### src/sv/integer_to_ascii_formatter_macros.svh
// Assertion macros for the integer to ASCII formatter.
`ifndef INTEGER_TO_ASCII_FORMATTER_MACROS_SVH
`define INTEGER_TO_ASCII_FORMATTER_MACROS_SVH

// Clocked assertion, held off while reset is asserted.
`define ITA_ASSERT(label, prop, msg) \
	label: assert property (@(posedge clk) disable iff (!arst_n) (prop)) else $error(msg);

// Clocked implication, held off while reset is asserted.
`define ITA_ASSERT_IMP(label, ante, cons, msg) \
	label: assert property (@(posedge clk) disable iff (!arst_n) (ante) |-> (cons)) \
		else $error(msg);

`endif

### src/sv/ita_pkg.sv
// Types, constants and helper functions for the integer to ASCII formatter.
package ita_pkg;

	localparam logic [1:0] ITA_ACT_SDEC = 2'd0;
	localparam logic [1:0] ITA_ACT_UDEC = 2'd1;
	localparam logic [1:0] ITA_ACT_HEX  = 2'd2;

	localparam int ITA_QDEPTH = 2;

	localparam logic [3:0] ITA_DEC_TOP = 4'd9;
	localparam logic [3:0] ITA_HEX_TOP = 4'd7;

	localparam logic [7:0] ITA_CHR_ZERO  = 8'h30;
	localparam logic [7:0] ITA_CHR_ALPHA = 8'h41;
	localparam logic [7:0] ITA_CHR_MINUS = 8'h2D;
	localparam logic [3:0] ITA_RADIX_DEC = 4'd10;

	typedef struct packed {
		logic        hex;
		logic        neg;
		logic [31:0] mag;
	} ita_item_t;

	function automatic logic [33:0] ita_pow10(input logic [3:0] pos);
		logic [33:0] p;
		unique case (pos)
			4'd0:    p = 34'd1;
			4'd1:    p = 34'd10;
			4'd2:    p = 34'd100;
			4'd3:    p = 34'd1000;
			4'd4:    p = 34'd10000;
			4'd5:    p = 34'd100000;
			4'd6:    p = 34'd1000000;
			4'd7:    p = 34'd10000000;
			4'd8:    p = 34'd100000000;
			4'd9:    p = 34'd1000000000;
			default: p = 34'd0;
		endcase
		return p;
	endfunction

	function automatic logic [7:0] ita_digit_char(input logic [3:0] d);
		logic [7:0] c;
		if (d < ITA_RADIX_DEC) begin
			c = ITA_CHR_ZERO + {4'd0, d};
		end else begin
			c = ITA_CHR_ALPHA + {4'd0, d - ITA_RADIX_DEC};
		end
		return c;
	endfunction

endpackage

### src/sv/integer_to_ascii_formatter.sv
// Integer to ASCII formatter top level: classifier, request queue, digit generator.
// The digit generator steps through leading zero positions without emitting a character,
// then gives one character per cycle while the output is free or popped.
// The digit generator handles one request at a time; a queued request is taken only
// when the generator is idle.
// Reset: arst_n clears the request queue, the generator and the output valid flag.
module integer_to_ascii_formatter import ita_pkg::*; (
	input  logic        clk,
	input  logic        arst_n,
	input  logic        push,
	output logic        full,
	input  logic [1:0]  action,
	input  logic [31:0] number,
	output logic        empty,
	input  logic        pop,
	output logic [7:0]  character,
	output logic        last
);

	logic      q_wr;
	ita_item_t q_wr_item;
	logic      q_rd;
	ita_item_t q_rd_item;
	logic      q_empty;

	ita_front u_front (
		.action (action),
		.number (number),
		.push   (push),
		.q_wr   (q_wr),
		.q_item (q_wr_item)
	);

	ita_fifo u_fifo (
		.clk     (clk),
		.arst_n  (arst_n),
		.wr      (q_wr),
		.wr_item (q_wr_item),
		.full    (full),
		.rd      (q_rd),
		.rd_item (q_rd_item),
		.empty   (q_empty)
	);

	ita_back u_back (
		.clk       (clk),
		.arst_n    (arst_n),
		.q_empty   (q_empty),
		.q_item    (q_rd_item),
		.q_rd      (q_rd),
		.character (character),
		.last      (last),
		.empty     (empty),
		.pop       (pop)
	);

endmodule

### src/sv/ita_fifo.sv
// Short request queue between the classifier and the digit generator.
module ita_fifo import ita_pkg::*; (
	input  logic      clk,
	input  logic      arst_n,
	input  logic      wr,
	input  ita_item_t wr_item,
	output logic      full,
	input  logic      rd,
	output ita_item_t rd_item,
	output logic      empty
);

	localparam int PW = (ITA_QDEPTH > 1) ? $clog2(ITA_QDEPTH) : 1;
	localparam int CW = $clog2(ITA_QDEPTH + 1);

	ita_item_t         mem_q [ITA_QDEPTH];
	logic [PW-1:0]     wptr_q;
	logic [PW-1:0]     rptr_q;
	logic [CW-1:0]     count_q;
	logic              do_wr;
	logic              do_rd;

	assign full    = (count_q == CW'(ITA_QDEPTH));
	assign empty   = (count_q == '0);
	assign do_wr   = wr && !full;
	assign do_rd   = rd && !empty;
	assign rd_item = mem_q[rptr_q];

	always_ff @(posedge clk) begin
		if (do_wr) begin
			mem_q[wptr_q] <= wr_item;
		end
	end

	always_ff @(posedge clk or negedge arst_n) begin
		if (!arst_n) begin
			wptr_q  <= '0;
			rptr_q  <= '0;
			count_q <= '0;
		end else begin
			if (do_wr) begin
				wptr_q <= (wptr_q == PW'(ITA_QDEPTH - 1)) ? '0 : wptr_q + 1'b1;
			end
			if (do_rd) begin
				rptr_q <= (rptr_q == PW'(ITA_QDEPTH - 1)) ? '0 : rptr_q + 1'b1;
			end
			if (do_wr && !do_rd) begin
				count_q <= count_q + 1'b1;
			end else if (do_rd && !do_wr) begin
				count_q <= count_q - 1'b1;
			end
		end
	end

endmodule

### src/sv/ita_front.sv
// Request classifier: decodes the format and forms the sign and magnitude.
module ita_front import ita_pkg::*; (
	input  logic [1:0]  action,
	input  logic [31:0] number,
	input  logic        push,
	output logic        q_wr,
	output ita_item_t   q_item
);

	logic hex;
	logic neg;

	assign hex = action[1];
	assign neg = (action == ITA_ACT_SDEC) && number[31];

	assign q_wr       = push;
	assign q_item.hex = hex;
	assign q_item.neg = neg;
	assign q_item.mag = neg ? (~number + 32'd1) : number;

endmodule

### src/sv/ita_back.sv
// Digit generator: emits one character per cycle while the output is free or popped, most significant first.
`include "integer_to_ascii_formatter_macros.svh"

module ita_back import ita_pkg::*; (
	input  logic        clk,
	input  logic        arst_n,
	input  logic        q_empty,
	input  ita_item_t   q_item,
	output logic        q_rd,
	output logic [7:0]  character,
	output logic        last,
	output logic        empty,
	input  logic        pop
);

	logic        busy_q;
	logic        hex_q;
	logic        sign_q;
	logic        started_q;
	logic [31:0] mag_q;
	logic [3:0]  pos_q;
	logic [7:0]  char_q;
	logic        last_q;
	logic        valid_q;

	logic        slot_free;
	logic        step;
	logic        load_out;
	logic [3:0]  dig;
	logic [33:0] sub;
	logic [33:0] magx;
	logic [33:0] pw;
	logic [33:0] cand;
	logic        emit_dig;
	logic [7:0]  next_char;
	logic        next_last;

	assign slot_free = !valid_q || pop;
	assign q_rd      = !busy_q && !q_empty;
	assign step      = busy_q && slot_free;

	always_comb begin
		magx = {2'b00, mag_q};
		pw   = ita_pow10(pos_q);
		dig  = '0;
		sub  = '0;
		cand = '0;
		if (hex_q) begin
			dig = mag_q[31:28];
		end else begin
			for (int j = 1; j < 10; j++) begin
				cand = pw * 34'(j);
				if (magx >= cand) begin
					dig = 4'(j);
					sub = cand;
				end
			end
		end
	end

	assign emit_dig  = (dig != '0) || started_q || (pos_q == '0);
	assign load_out  = step && (sign_q || emit_dig);
	assign next_char = sign_q ? ITA_CHR_MINUS : ita_digit_char(dig);
	assign next_last = !sign_q && (pos_q == '0);

	always_ff @(posedge clk or negedge arst_n) begin
		if (!arst_n) begin
			busy_q    <= 1'b0;
			sign_q    <= 1'b0;
			started_q <= 1'b0;
			hex_q     <= 1'b0;
			pos_q     <= '0;
			valid_q   <= 1'b0;
		end else begin
			if (q_rd) begin
				busy_q    <= 1'b1;
				hex_q     <= q_item.hex;
				sign_q    <= q_item.neg;
				started_q <= 1'b0;
				pos_q     <= q_item.hex ? ITA_HEX_TOP : ITA_DEC_TOP;
			end else if (step) begin
				if (sign_q) begin
					sign_q <= 1'b0;
				end else begin
					started_q <= started_q || emit_dig;
					pos_q     <= pos_q - 4'd1;
					if (pos_q == '0) begin
						busy_q <= 1'b0;
					end
				end
			end
			if (load_out) begin
				valid_q <= 1'b1;
			end else if (pop) begin
				valid_q <= 1'b0;
			end
		end
	end

	always_ff @(posedge clk) begin
		if (q_rd) begin
			mag_q <= q_item.mag;
		end else if (step && !sign_q) begin
			mag_q <= hex_q ? {mag_q[27:0], 4'd0} : (mag_q - sub[31:0]);
		end
		if (load_out) begin
			char_q <= next_char;
			last_q <= next_last;
		end
	end

	assign character = char_q;
	assign last      = last_q;
	assign empty     = !valid_q;

	`ITA_ASSERT_IMP(a_last_ends_busy, step && next_last, ##1 !busy_q,
		"digit generator still busy after the final character")
	`ITA_ASSERT_IMP(a_sign_dec_only, busy_q && sign_q, !hex_q && !started_q,
		"minus sign pending on a hex request or after digits")
	`ITA_ASSERT_IMP(a_hex_pos_range, busy_q && hex_q, pos_q <= ITA_HEX_TOP,
		"hex digit position out of range")
	`ITA_ASSERT_IMP(a_dec_digit_range, busy_q && !hex_q && !sign_q, dig < ITA_RADIX_DEC,
		"decimal digit out of range")

endmodule
### config.mk
export PLATFORM = sky130hd
export DESIGN_NAME = integer_to_ascii_formatter
export DESIGN_NICKNAME = d
export VERILOG_FILES = /design/src/sv/ita_pkg.sv /design/src/sv/integer_to_ascii_formatter.sv /design/src/sv/ita_fifo.sv /design/src/sv/ita_front.sv /design/src/sv/ita_back.sv
export VERILOG_INCLUDE_DIRS = /design/src /design/src/sv
export SDC_FILE = /design/constraint.sdc
export NUM_CORES = 1
export LEC_CHECK = 0
export ABC_AREA = 1
export BUFFER_PORTS_ARGS = -buffer_cell sky130_fd_sc_hd__buf_2
export CAP_MARGIN = 20
export CORE_ASPECT_RATIO = 0.5
export CORE_MARGIN = 5
export CORE_UTILIZATION = 25
export CTS_CLUSTER_DIAMETER = 100
export DETAILED_ROUTE_END_ITERATION = 7
export SYNTH_ARGS = -nofsm -noshare
export SYNTH_HDL_FRONTEND = slang
export SYNTH_SLANG_ARGS = --single-unit
### constraint.sdc
create_clock -name clk -period 17.3 [get_ports clk]
set_clock_uncertainty 0.05 [all_clocks]
set_input_delay 0.865 -clock clk [delete_from_list [all_inputs] [get_ports clk]]
set_output_delay 0.865 -clock clk [all_outputs]
set_load 0.02 [all_outputs]
==> summary.md <==
| Metric | Value |
|---|---|
| Commonest non-fill, non-tap cells in the layout | `778 x nand2_1, 431 x ha_1, 350 x a21oi_1, 309 x inv_1, 186 x nor2_1` |
| R2R setup slack | `4.34 ns` |
| M1 GR Usage | `23.3%` |
| Die W | `424 um` |
| Level count of the clock H-tree | `4` |
| Slowest CP cell | `a21oi_1` |
| Vias in the first global route | `21100` |
| Clk sinks | `121` |
| TritonRoute pass-1 iters | `7` |
| TNS Setup | `0 ns` |
| Compound-Gate Fraction of Synth Area | `17.8%` |
| Share of layout cells above drive strength 1 | `5.70%` |
| Final Hold Vio Count | `0` |
| Tmin final | `12.96 ns` |
| Fin area | `23700 sq um` |
| Worst Tran Pin Value | `1.01 ns` |
| Inserted Diodes | `0` |
| WL final | `79.8 mm` |
| Clock latency on the worst-skew pair | `0.43 ns` |
| Avg WL per Cell | `18.8 um` |
| Synth Net Count | `3548` |
| ANT nets after route | `0` |
| Grt met3 use | `2.29%` |
| Post-Layout Cell Count | `4235` |
| Cell Area, Synth | `21500 sq um` |
| Largest family of logic cells by synthesized area | `adder cells` |
| Number of synthesized register bits | `121` |
| Worst hold path class | `in -> async` |
| WP data arrival | `13.09 ns` |
| Dpl ws | `4.66 ns` |
| Seq/Total Area, Yosys | `16.6%` |
| Grt total ovfl | `0` |
| Vias per inst | `5.16` |
| Slew HR | `32.4%` |
| Final setup margin | `4.34 ns` |
| EDFF count, synth | `108` |
| Initial cell density of the core | `25.1%` |
| Top Usage Layer GRT | `met2` |
| Yosys warns | `0` |
| Yosys top cell area share | `25.1%` |
| Initial antenna violation count | `0` |
| Yosys top cell by area | `ha_1` |
| Total of max-cap violations | `0` |
| Max Clock Freq | `77.2 MHz` |
| CP endpoint kind | `flop` |
| Global placer's final weighted congestion | `0.974` |
| Top cell by count, worst path | `nand2_1` |
| Critical path data required time | `17.43 ns` |
| Buffers on Ports | `47` |
| CTS tree | `yes` |
| Total CTS buffers | `17` |
| Placed cell area | `23100 sq um` |
| All-Layer GR Usage | `16.9%` |
| Kind of critical path | `reg -> reg` |
| DRC | `0` |
| Commonest non-fill, non-tap cell in the layout | `nand2_1` |
| CP max stage delay | `0.66 ns` |
| Post-synthesis mux area share | `0%` |
| Cell variety after synth | `64` |
| Synthesized instance count | `3056` |
| Largest net degree at the start of global routing | `48` |
| Synth Area in Simple Gates | `25.1%` |
| Die H | `217 um` |
| Top post-synthesis cells by area | `ha_1 25%, edfxtp_1 15%, nand2_1 14%` |
| Final period utilization | `74.9%` |
| DR vias | `21800` |
| Post CTS Setup Buffer Count | `0` |
| CP Max Fanout | `13` |
| Dominant synthesized flop cell | `edfxtp_1` |
| Clock-pin slew on the worst setup and hold paths | `0.06 ns` |
| Synth Area in XOR/XNOR | `6.00%` |
| Final setup fails | `0` |
| Core area | `85600 sq um` |
| Run status | `completed` |
| Nets | `3583` |
| Cell Count Post-Placement | `4202` |
| Syn-to-layout area delta | `10.5%` |
| RSZ-0062 raised after global routing | `false` |
| Clock Path Buffers | `2` |
| HPWL after detailed placement | `63.8 mm` |
| Slew Viols, Final | `0` |
| Die footprint | `92200 sq um` |
| Type of origin of the critical path | `flop` |
| CTS root buf | `clkbuf_16` |
| Drt first-iter violations | `2296` |
| Hold Buf Count CTS | `0` |
| Syn_area_per_cell | `7.02 sq um` |
| Asr flop ratio synth | `10.7%` |
| Met2 Usage GRT | `26.7%` |
| # rows | `76` |
| Post-Synth Adder-Cell Area | `27.3%` |
| I/O Pins | `49` |
| First-pass GRT wire length | `123 mm` |
| Resized Gates After CTS | `0` |
[worst max-delay path: cells and delay by family, from the launching register on]
| kind | cells | cell delay (ns) |
|---|---|---|
| compound gates | 25 | 6.52 |
| fa+ha+maj | 5 | 1.69 |
| buf+inv | 8 | 1.78 |
| flops | 1 | 0.48 |
| simple gates | 18 | 2.15 |
[sequential cells by signal (all words and copies together) (netlist names), 2 cells and up]
register	cells
u_back.character	7
u_back.mag_q	32
u_back.pos_q	4
u_fifo.mem_q	68
u_fifo.count_q	2
[logic make-up (layout without fill, tap and decap cells)]
group                      Yosys count  after routing
AOI/OAI and AO/OA                  669            669
DFF                                121            121
adders and majority gates          454            454
and+or+nand+nor                   1271           1271
xor gates and xnor gates           147            147
other                                2              2
buffers and inverters              392            440
[area by class of cell]
cell class                      instances  area [sq um]
Fill cell                            9419         61900
Multi-Input combinational cell       2543         16400
Sequential cell                       121          3570
Tap cell                             1131          1420
Inverter                              320          1210
Timing Repair Buffer                   88           563
Clock buffer                           21           460
Clock inverter                         11           123
[cell usage after synthesis, drive strengths merged, types with 2 or more instances]
cell,number
a31oi,14
or2,18
xnor2,60
ha,431
a211o,2
a2111oi,3
clkinv,5
o21bai,16
a211oi,23
conb,2
o221a,2
a21oi,350
nor4,18
buf,18
edfxtp,108
a41oi,3
xor2,87
o2111ai,3
a21o,6
a22oi,10
fa,23
nand3b,7
clkbuf,54
and2,2
dfrtp,13
nor3b,4
nand2,791
and3,2
o221ai,12
nand3,139
o21ai,144
nand4,50
o22ai,10
o211ai,44
o21a,6
nor3,42
a21boi,15
nor2,194
or4,2
inv,315
[path summary, 6_finish.rpt]
check                      cells past startpoint                          from                            to
hold / removal                                 1                        arst_n    u_back.valid_q$_DFFE_PN0P_
max in group asynchronous                      1                        arst_n      u_back.hex_q$_DFFE_PN0P_
hold reg to reg                                2  u_back.started_q$_DFFE_PN0P_  u_back.started_q$_DFFE_PN0P_
min in group clk                               2  u_back.started_q$_DFFE_PN0P_  u_back.started_q$_DFFE_PN0P_
setup / recovery                              56   u_back.pos_q[1]$_DFFE_PN0P_    u_back.mag_q[27]$_DFFE_PP_
setup reg to reg                              56   u_back.pos_q[1]$_DFFE_PN0P_    u_back.mag_q[27]$_DFFE_PP_
[stage by stage]
| step | utilization, % | hold slack (ns) |
|---|---|---|
| final | 27.7 | 0.286 |
| after global routing | 27.7 | 0.307 |
| after CTS | 27.7 | 0.275 |
| after detailed placement | 27.0 | 0.451 |
| after global placement | 27.0 | 0.445 |
| after floorplan | - | 0.400 |
[routing by layer]
| layer | share of wire, % | vias to the layer above |
|---|---|---|
| li1 | - | 10600 |
| met1 | 45 | 10200 |
| met2 | 43 | 891 |
| met3 | 7.8 | 126 |
| met4 | 4.1 | 0 |
| met5 | 0 | - |
Power is not shown: default switching activity piles up to over one toggle a cycle in this logic, so the estimate is an artifact.
